[config.mk]
export PLATFORM = sky130hd
export DESIGN_NAME = frame_voice_activity_detector
export DESIGN_NICKNAME = d
export VERILOG_FILES = /design/src/rtl/core/fvad_pkg.sv /design/src/rtl/core/fvad_ctrl.sv /design/src/rtl/core/fvad_datapath.sv /design/src/rtl/core/frame_voice_activity_detector.sv
export SDC_FILE = /design/constraint.sdc
export NUM_CORES = 2
export LEC_CHECK = 0
export ABC_AREA = 1
export BUFFER_PORTS_ARGS = -buffer_cell sky130_fd_sc_hd__buf_2
export CORE_ASPECT_RATIO = 1.5
export CORE_UTILIZATION = 45
export DETAILED_ROUTE_END_ITERATION = 6
export GPL_ROUTABILITY_DRIVEN = 1
export SLEW_MARGIN = 20
export SYNTH_ARGS = -nofsm -noshare
export SYNTH_HDL_FRONTEND = slang
export SYNTH_HIERARCHICAL = 1
export SYNTH_SLANG_ARGS = --single-unit
[constraint.sdc]
create_clock -name clk_i -period 9.6 [get_ports clk_i]
set_input_delay 0.48 -clock clk_i [delete_from_list [all_inputs] [get_ports clk_i]]
set_output_delay 0.48 -clock clk_i [all_outputs]
set_load 0.005 [all_outputs]
[src/rtl/core/fvad_pkg.sv]
// Shared types and constants for the frame voice activity detector.
// Used by fvad_ctrl, fvad_datapath and frame_voice_activity_detector.
package fvad_pkg;

  // Sample format
  localparam int unsigned SAMPLE_BITS = 16;

  // Configuration register widths and reset values
  localparam int unsigned THR_W = 31;
  localparam int unsigned FLEN_W = 11;
  localparam int unsigned SRATE_W = 17;
  localparam int unsigned CFG_DATA_W = 31;
  localparam int unsigned CFG_IDX_W = 2;

  localparam logic [THR_W-1:0] THR_RESET = 31'd1073742;
  localparam logic [FLEN_W-1:0] FLEN_RESET = 11'd512;
  localparam logic [SRATE_W-1:0] SRATE_RESET = 17'd16000;

  // Centroid test: 2 * 1000 Hz on the right-hand side of the cross product
  localparam int unsigned CENTROID_SCALE = 2000;
  localparam int unsigned CENTROID_SCALE_W = 11;

  // Hangover run lengths
  localparam logic [1:0] VOICED_FRAMES = 2'd3;
  localparam logic [2:0] SILENT_FRAMES = 3'd5;

  typedef enum logic [CFG_IDX_W-1:0] {
    CFG_ENERGY_THRESHOLD = 2'd0,
    CFG_FRAME_LENGTH     = 2'd1,
    CFG_SAMPLE_RATE      = 2'd2
  } fvad_cfg_idx_e;

  typedef struct packed {
    logic signed [SAMPLE_BITS-1:0] sample;
    logic                          last_in_frame;
  } fvad_in_t;

  typedef struct packed {
    logic voice_active;
    logic raw_detection;
    logic length_error;
  } fvad_out_t;

  typedef enum logic [2:0] {
    ST_ACCUM,
    ST_MUL1,
    ST_MUL2,
    ST_CMP,
    ST_DONE
  } fvad_state_e;

  // Controller to datapath
  typedef struct packed {
    logic accumulate;
    logic mul1;
    logic mul2;
    logic compare;
    logic finish;
  } fvad_cmd_t;

  // Datapath to controller
  typedef struct packed {
    logic len_ok;
  } fvad_sts_t;

endpackage

[src/rtl/core/fvad_ctrl.sv]
// Frame sequencer for the voice activity detector: accumulate, evaluate, emit.
// Depends on fvad_pkg for the state, command and status types.
module fvad_ctrl (
  input  logic              clk_i,
  input  logic              rst_ni,
  input  logic              in_valid_i,
  input  logic              in_last_i,
  output logic              in_ready_o,
  output logic              out_valid_o,
  input  logic              out_ready_i,
  input  fvad_pkg::fvad_sts_t sts_i,
  output fvad_pkg::fvad_cmd_t cmd_o
);

  fvad_pkg::fvad_state_e state_q, state_d;
  logic out_valid_q, out_valid_d;
  logic in_xfer;
  logic out_free;

  assign in_xfer  = in_valid_i && in_ready_o;
  assign out_free = !out_valid_q || out_ready_i;

  // Next state
  always_comb begin
    state_d = state_q;
    unique case (state_q)
      fvad_pkg::ST_ACCUM: begin
        if (in_xfer && in_last_i) state_d = fvad_pkg::ST_MUL1;
      end
      fvad_pkg::ST_MUL1: begin
        state_d = sts_i.len_ok ? fvad_pkg::ST_MUL2 : fvad_pkg::ST_DONE;
      end
      fvad_pkg::ST_MUL2: state_d = fvad_pkg::ST_CMP;
      fvad_pkg::ST_CMP:  state_d = fvad_pkg::ST_DONE;
      fvad_pkg::ST_DONE: begin
        if (out_free) state_d = fvad_pkg::ST_ACCUM;
      end
      default: state_d = fvad_pkg::ST_ACCUM;
    endcase
  end

  // Outputs and commands
  always_comb begin
    in_ready_o         = 1'b0;
    cmd_o              = '0;
    unique case (state_q)
      fvad_pkg::ST_ACCUM: begin
        in_ready_o       = 1'b1;
        cmd_o.accumulate = in_valid_i;
      end
      fvad_pkg::ST_MUL1: cmd_o.mul1    = 1'b1;
      fvad_pkg::ST_MUL2: cmd_o.mul2    = 1'b1;
      fvad_pkg::ST_CMP:  cmd_o.compare = 1'b1;
      fvad_pkg::ST_DONE: cmd_o.finish  = out_free;
      default: begin
        in_ready_o = 1'b0;
      end
    endcase
  end

  // Hold the result valid until the output transaction completes
  always_comb begin
    out_valid_d = out_valid_q;
    if (cmd_o.finish) out_valid_d = 1'b1;
    else if (out_ready_i) out_valid_d = 1'b0;
  end

  always_ff @(posedge clk_i or negedge rst_ni) begin
    if (!rst_ni) begin
      state_q     <= fvad_pkg::ST_ACCUM;
      out_valid_q <= 1'b0;
    end else begin
      state_q     <= state_d;
      out_valid_q <= out_valid_d;
    end
  end

  assign out_valid_o = out_valid_q;

endmodule

[src/rtl/core/fvad_datapath.sv]
// Feature accumulators, frame-end comparisons, hangover and config registers.
// Depends on fvad_pkg; sequenced by fvad_ctrl through fvad_cmd_t.
module fvad_datapath #(
  parameter int unsigned MAX_FRAME = 1024
) (
  input  logic                              clk_i,
  input  logic                              rst_ni,
  input  logic                              cfg_we_i,
  input  logic [fvad_pkg::CFG_IDX_W-1:0]    cfg_idx_i,
  input  logic [fvad_pkg::CFG_DATA_W-1:0]   cfg_wdata_i,
  input  fvad_pkg::fvad_in_t                in_data_i,
  input  fvad_pkg::fvad_cmd_t               cmd_i,
  output fvad_pkg::fvad_sts_t               sts_o,
  output fvad_pkg::fvad_out_t               out_data_o
);

  localparam int unsigned SB   = fvad_pkg::SAMPLE_BITS;
  localparam int unsigned KB   = $clog2(MAX_FRAME + 1);
  localparam int unsigned CW   = $clog2(MAX_FRAME + 2);
  localparam int unsigned EW   = 2 * (SB - 1) + KB;
  localparam int unsigned MW   = (SB - 1) + KB;
  localparam int unsigned WW   = (SB - 2) + 2 * KB;
  localparam int unsigned WLO  = (WW + 1) / 2;
  localparam int unsigned WHI  = WW - WLO;
  localparam int unsigned ETW  = fvad_pkg::THR_W + CW;
  localparam int unsigned NMW  = CW + MW;
  localparam int unsigned PLW  = fvad_pkg::SRATE_W + WLO;
  localparam int unsigned PHW  = fvad_pkg::SRATE_W + WHI;
  localparam int unsigned PCW  = fvad_pkg::SRATE_W + WW;
  localparam int unsigned PRW  = NMW + fvad_pkg::CENTROID_SCALE_W;
  localparam int unsigned ECW  = (EW > ETW) ? EW : ETW;
  localparam int unsigned CCW  = (PCW > PRW) ? PCW : PRW;
  localparam int unsigned NW   = (CW > fvad_pkg::FLEN_W) ? CW : fvad_pkg::FLEN_W;

  // Configuration registers
  logic [fvad_pkg::THR_W-1:0]   thr_q;
  logic [fvad_pkg::FLEN_W-1:0]  flen_q;
  logic [fvad_pkg::SRATE_W-1:0] srate_q;

  always_ff @(posedge clk_i or negedge rst_ni) begin
    if (!rst_ni) begin
      thr_q   <= fvad_pkg::THR_RESET;
      flen_q  <= fvad_pkg::FLEN_RESET;
      srate_q <= fvad_pkg::SRATE_RESET;
    end else if (cfg_we_i) begin
      unique case (cfg_idx_i)
        fvad_pkg::CFG_ENERGY_THRESHOLD: thr_q <= cfg_wdata_i[fvad_pkg::THR_W-1:0];
        fvad_pkg::CFG_FRAME_LENGTH:     flen_q <= cfg_wdata_i[fvad_pkg::FLEN_W-1:0];
        fvad_pkg::CFG_SAMPLE_RATE:      srate_q <= cfg_wdata_i[fvad_pkg::SRATE_W-1:0];
        default: begin
          thr_q <= thr_q;
        end
      endcase
    end
  end

  // Sample magnitude and per-sample products
  logic          neg;
  logic [SB-1:0] mag;
  logic [2*SB-1:0] sq;
  logic [CW+SB-1:0] wprod;
  logic          pos_ok;

  logic [CW-1:0] cnt_q;
  logic [EW-1:0] esum_q;
  logic [MW-1:0] msum_q;
  logic [WW-1:0] wsum_q;
  logic [CW-1:0] cross_q;
  logic          sign_q;

  assign neg    = in_data_i.sample[SB-1];
  assign mag    = neg ? SB'(-in_data_i.sample) : SB'(in_data_i.sample);
  assign sq     = (2*SB)'(mag) * (2*SB)'(mag);
  assign wprod  = (CW+SB)'(cnt_q) * (CW+SB)'(mag);
  assign pos_ok = cnt_q < CW'(MAX_FRAME);

  // Accumulate one sample; clear at frame end
  always_ff @(posedge clk_i or negedge rst_ni) begin
    if (!rst_ni) begin
      cnt_q   <= '0;
      esum_q  <= '0;
      msum_q  <= '0;
      wsum_q  <= '0;
      cross_q <= '0;
      sign_q  <= 1'b0;
    end else if (cmd_i.finish) begin
      cnt_q   <= '0;
      esum_q  <= '0;
      msum_q  <= '0;
      wsum_q  <= '0;
      cross_q <= '0;
      sign_q  <= 1'b0;
    end else if (cmd_i.accumulate) begin
      if (pos_ok) begin
        esum_q <= esum_q + EW'(sq);
        msum_q <= msum_q + MW'(mag);
        wsum_q <= wsum_q + WW'(wprod);
        if (cnt_q != '0 && neg != sign_q) cross_q <= cross_q + CW'(1);
        sign_q <= neg;
        cnt_q  <= cnt_q + CW'(1);
      end else begin
        cnt_q <= CW'(MAX_FRAME + 1);
      end
    end
  end

  // Frame length check
  assign sts_o.len_ok = (NW'(cnt_q) == NW'(flen_q)) && (cnt_q >= CW'(2))
                        && (cnt_q <= CW'(MAX_FRAME));

  // Frame-end products, two multiply stages
  logic [ETW-1:0] prod_e_q;
  logic [NMW-1:0] nm_q;
  logic [PLW-1:0] pw_lo_q;
  logic [PCW-1:0] sw_q;
  logic [PRW-1:0] prod_c_q;
  logic [PHW-1:0] pw_hi;
  logic           det_q;
  logic           e_ok, z_ok, c_ok;
  logic [CW:0]    cross2;
  logic [CW:0]    n_m1;

  assign pw_hi = PHW'(srate_q) * PHW'(wsum_q[WW-1:WLO]);

  always_ff @(posedge clk_i) begin
    if (cmd_i.mul1) begin
      prod_e_q <= ETW'(thr_q) * ETW'(cnt_q);
      nm_q     <= NMW'(cnt_q) * NMW'(msum_q);
      pw_lo_q  <= PLW'(srate_q) * PLW'(wsum_q[WLO-1:0]);
    end
    if (cmd_i.mul2) begin
      sw_q     <= PCW'(pw_lo_q) + (PCW'(pw_hi) << WLO);
      prod_c_q <= PRW'(nm_q) * PRW'(fvad_pkg::CENTROID_SCALE);
    end
    if (cmd_i.compare) begin
      det_q <= e_ok && z_ok && c_ok;
    end
  end

  // Cross-multiplied feature tests
  assign cross2 = {cross_q, 1'b0};
  assign n_m1   = {1'b0, cnt_q} - (CW+1)'(1);
  assign e_ok   = ECW'(esum_q) > ECW'(prod_e_q);
  assign z_ok   = cross2 < n_m1;
  assign c_ok   = CCW'(sw_q) > CCW'(prod_c_q);

  // Hangover
  logic [1:0] vrun_q, vrun_d;
  logic [2:0] srun_q, srun_d;
  logic       voice_q, voice_d;

  always_comb begin
    vrun_d  = vrun_q;
    srun_d  = srun_q;
    voice_d = voice_q;
    if (det_q) begin
      if (vrun_q < fvad_pkg::VOICED_FRAMES) vrun_d = vrun_q + 2'd1;
      srun_d = '0;
      if (vrun_d >= fvad_pkg::VOICED_FRAMES) voice_d = 1'b1;
    end else begin
      if (srun_q < fvad_pkg::SILENT_FRAMES) srun_d = srun_q + 3'd1;
      vrun_d = '0;
      if (srun_d >= fvad_pkg::SILENT_FRAMES) voice_d = 1'b0;
    end
  end

  always_ff @(posedge clk_i or negedge rst_ni) begin
    if (!rst_ni) begin
      vrun_q  <= '0;
      srun_q  <= '0;
      voice_q <= 1'b0;
    end else if (cmd_i.finish && sts_o.len_ok) begin
      vrun_q  <= vrun_d;
      srun_q  <= srun_d;
      voice_q <= voice_d;
    end
  end

  // Result register; a bad length reports an error and no voice
  fvad_pkg::fvad_out_t res_q;

  always_ff @(posedge clk_i) begin
    if (cmd_i.finish) begin
      if (sts_o.len_ok) begin
        res_q.voice_active  <= voice_d;
        res_q.raw_detection <= det_q;
        res_q.length_error  <= 1'b0;
      end else begin
        res_q.voice_active  <= 1'b0;
        res_q.raw_detection <= 1'b0;
        res_q.length_error  <= 1'b1;
      end
    end
  end

  assign out_data_o = res_q;

endmodule

[src/rtl/core/frame_voice_activity_detector.sv]
// Frame voice activity detector: energy, zero-crossing and centroid tests.
// Throughput: one sample per cycle inside a frame; the input stalls while a frame is evaluated.
// Evaluation: after the last sample the sequencer runs the two multiply stages and the compare stage
// (a length error skips from the first multiply stage to DONE), then registers the result in DONE.
// Reset (rst_ni low, asynchronous): accumulators, hangover and sequencer cleared,
// config registers return to their defaults.
module frame_voice_activity_detector #(
  parameter int unsigned MAX_FRAME = 1024
) (
  input  logic                            clk_i,
  input  logic                            rst_ni,
  input  logic                            cfg_we_i,
  input  logic [fvad_pkg::CFG_IDX_W-1:0]  cfg_idx_i,
  input  logic [fvad_pkg::CFG_DATA_W-1:0] cfg_wdata_i,
  input  logic                            in_valid_i,
  output logic                            in_ready_o,
  input  fvad_pkg::fvad_in_t              in_data_i,
  output logic                            out_valid_o,
  input  logic                            out_ready_i,
  output fvad_pkg::fvad_out_t             out_data_o
);

  fvad_pkg::fvad_cmd_t cmd;
  fvad_pkg::fvad_sts_t sts;

  // Sequencer
  fvad_ctrl u_ctrl (
    .clk_i       (clk_i),
    .rst_ni      (rst_ni),
    .in_valid_i  (in_valid_i),
    .in_last_i   (in_data_i.last_in_frame),
    .in_ready_o  (in_ready_o),
    .out_valid_o (out_valid_o),
    .out_ready_i (out_ready_i),
    .sts_i       (sts),
    .cmd_o       (cmd)
  );

  // Datapath
  fvad_datapath #(
    .MAX_FRAME (MAX_FRAME)
  ) u_datapath (
    .clk_i       (clk_i),
    .rst_ni      (rst_ni),
    .cfg_we_i    (cfg_we_i),
    .cfg_idx_i   (cfg_idx_i),
    .cfg_wdata_i (cfg_wdata_i),
    .in_data_i   (in_data_i),
    .cmd_i       (cmd),
    .sts_o       (sts),
    .out_data_o  (out_data_o)
  );

`ifndef ASSERT_OFF
  // Stall the input after the last sample of a frame
  assert property (@(posedge clk_i) disable iff (!rst_ni)
    (in_valid_i && in_ready_o && in_data_i.last_in_frame) |=> !in_ready_o)
    else $error("input not stalled after frame end");

  // A new result appears only from the evaluation sequence
  assert property (@(posedge clk_i) disable iff (!rst_ni)
    $rose(out_valid_o) |-> $past(!in_ready_o))
    else $error("result raised while accumulating");

  // A length error carries no decision
  assert property (@(posedge clk_i) disable iff (!rst_ni)
    (out_valid_o && out_data_o.length_error)
      |-> (!out_data_o.voice_active && !out_data_o.raw_detection))
    else $error("length error with voice decision");
`endif

endmodule

==> flow_summary_export.csv <==
group,metric,value,unit
run_status,status,"completed",
critical_path,cp_max_fo,19,
placed_design,place_area,0.08535,mm^2
global_route,antenna_found_initial,12,
detailed_routing,drc,0,
global_route,grt_util_all_layers,28.51,%
critical_path,rr_endpoint,"u_datapath/sw_q[46]",
sta,maxSlewHeadroom,21.78,%
global_route,gr-total-overflow,0,
global_route,grt_pass1_wl,405900,um
critical_path,path_class,"in -> reg",
detailed_routing,drtPass1Iterations,6,
cells_and_area,area_delta_synth_final,5.309,%
min_path,min_path_cells,2,
sta,hold_violations,0,
critical_path,critPathLaunch,"in_data_i[1]",
cts,max-clock-path-buffers,3,
critical_path,r2r-start,"u_datapath/srate_q[2]",
detailed_routing,drt-initial-drc-count,4195,
synth,ys.warnings.count,6,
sta,setup_viol,0,
floorplan,die_area,0.1855,mm^2
min_path,holdCritStartpoint,"cfg_wdata_i[21]",
synth,synth_fa_ha_area_share,46.52,%
synth,synth_edf_count,215,
critical_path,cpPeakStageDelay,790,ps
sta,fin_crit_sh,78.17,%
cells_and_area,fillers,18000,
cts,cts_sinks,410,
floorplan,ios,60,
synth,postSynthAreaPerCell,8.011,um^2
synth,synthMuxAreaShare,0.2043,%
detailed_routing,ant_nets,0,
cts,htree_levels,2,
synth,async_reset_ff_share,47.56,%
placed_design,dp_cells,12540,
cells_and_area,finalInstanceArea,0.08708,mm^2
critical_path,start_kind,"input pin",
cells_and_area,fin_nets,12430,
synth,synth-simple-area-share,16.74,%
critical_path,path_common_cell,"nand2_1",
cells_and_area,final_cells,12640,
sta,setup_tns,0,ps
cts,cts_buffers,48,
placed_design,place.port_buffers,59,
sta,min_period,7504,ps
cts,clock_latency,660,ps
min_path,hp-class,"in -> reg",
synth,yosys.cell_types.count,65,
critical_path,critPathSlowestCell,"clkinv_1",
synth,syn_area,0.08269,mm^2
floorplan,die_w,352.0,um
floorplan,die_h,527.0,um
cells_and_area,final_cell_mix,"inv_1 (2,667), nand2_1 (2,475), fa_1 (1,437)",
sta,tightest_slew,1173,ps
floorplan,row_count,192,
detailed_routing,vias,66340,
global_route,grt_max_degree,84,
placed_design,routabilityCongestion,0.9765,
synth,synth_top_family_by_area,"adder cells",
cts,clk_pin_slew_worst_paths,70,ps
sta,timing.clock.skew,22.56,ps
detailed_routing,totalWireLength,260400,um
global_route,grt_pass1_vias,72180,
flow_run,cap_violations,0,
placed_design,dp_hpwl,216000,um
sta,rsz0062_at_grt,"no",
cells_and_area,drive_gt1_share,3.460,%
synth,synthXorXnorAreaFrac,2.330,%
detailed_routing,via_per_inst,5.250,
synth,synth_compound_area_share,6.571,%
sta,whs,61.61,ps
min_path,min_to,"u_datapath/thr_q[21]",
critical_path,worstSetupEndpointType,"register",
cts,cts_tree,"built",
sta,fmax,133.3,MHz
synth,syn_inst,10320,
floorplan,core,0.1826,mm^2
critical_path,worst_r2r_path_depth,28,
synth,synth_seq_cells,410,
floorplan,start_util,45.29,%
synth,seq_area_frac_synth,13.73,%
sta,drv_slew,0,
critical_path,crit_arrival,8040,ps
critical_path,cp.required,10130,ps
synth,synth-main-ff-cell,"edfxtp_1",
cts,root_buffer,"clkbuf_16",
critical_path,rrSetupSlack,2200,ps
cells_and_area,final_common_cell,"inv_1",
detailed_routing,routedWlPerCell,20.61,um
-- through the flow --
stage	util, %	setup slack [ps]
floorplan	-	2383
global placement	46.75	1564
detailed placement	46.75	1433
CTS	47.67	2120
global route	47.69	1625
finish	47.70	2096
-- worst max-delay path, delay by kind of cell --
family          cells  cell delay [ps]
compound gates      2              460
xor+xnor            1              150
fa+ha+maj           8             3480
buf+inv             7             1360
simple gates       15             2100
-- timing repair --
action                    4_1_cts  5_1_grt
resized for setup               0        0
buffers inserted                0        0
hold buffers                    1        0
hold endpoints to repair       67        0
-- layout make-up --
| class | count | area [um^2] | share of cell area (%) |
|---|---|---|---|
| multi-input cells | 6870 | 59900 | 68.78 |
| inverters | 2686 | 10080 | 11.58 |
| well taps | 2425 | 3034 | 3.484 |
| clock inverters | 29 | 409.1 | 0.4698 |
| flip-flops and latches | 410 | 11380 | 13.07 |
| clock buffers | 59 | 1274 | 1.463 |
| diodes | 9 | 22.52 | 0.02586 |
| repair buffers | 147 | 980.9 | 1.126 |
-- logic make-up after synthesis --
| logic type | count (synthesis) |
|---|---|
| and+or+nand+nor | 3454 |
| muxes | 15 |
| buffers and inverters | 3050 |
| AOI/OAI and AO/OA | 959 |
| DFF | 410 |
| other | 2 |
| adders and majority gates | 2212 |
| xor gates and xnor gates | 220 |
-- Yosys cell counts (50+ instances only) --
master | instances | area (um^2)
nand2_1 | 2475 | 9290
xnor2_1 | 73 | 639.4
clkbuf_1 | 293 | 1100
nand3_1 | 175 | 875.8
edfxtp_1 | 215 | 6456
o21ai_0 | 303 | 1516
xor2_1 | 147 | 1287
ha_1 | 775 | 9697
nand4_1 | 58 | 362.9
nor3_1 | 63 | 315.3
fa_1 | 1437 | 28770
nor2_1 | 555 | 2083
a21oi_1 | 387 | 1937
dfrtp_1 | 180 | 4504
buf_1 | 50 | 187.7
inv_1 | 2668 | 10010
-- layer usage --
layer	wire length, um	vias to the layer above	global-route usage, %
met5	20	-	0
li1	-	30400	-
met4	20450	2	19.06
met1	92750	33210	30.29
met2	135600	2003	52.92
met3	11570	728	3.049
-- registers in the layout (all words and copies together) (netlist names), 11 cells and up --
signal,flops
u_datapath/prod_e_q,42
u_datapath/cross_q,11
u_datapath/prod_c_q,44
u_datapath/cnt_q,11
u_datapath/nm_q,37
u_datapath/thr_q,31
u_datapath/srate_q,17
u_datapath/sw_q,53
u_datapath/flen_q,11
u_datapath/pw_lo_q,35
u_datapath/msum_q,26
u_datapath/wsum_q,36
u_datapath/esum_q,41
-- worst max path at each step --
stage,end,depth (start not counted)
final,u_datapath/esum_q[38],33
after global routing,u_datapath/esum_q[38],34
after CTS,u_datapath/esum_q[38],31
after detailed placement,u_datapath/esum_q[38],33
after global placement,u_datapath/esum_q[29],32
after floorplan,u_datapath/esum_q[37],34
Power is left out: the tool's default activity adds up to more than one toggle a clock period on the data nets, which glitch-free logic cannot reach.
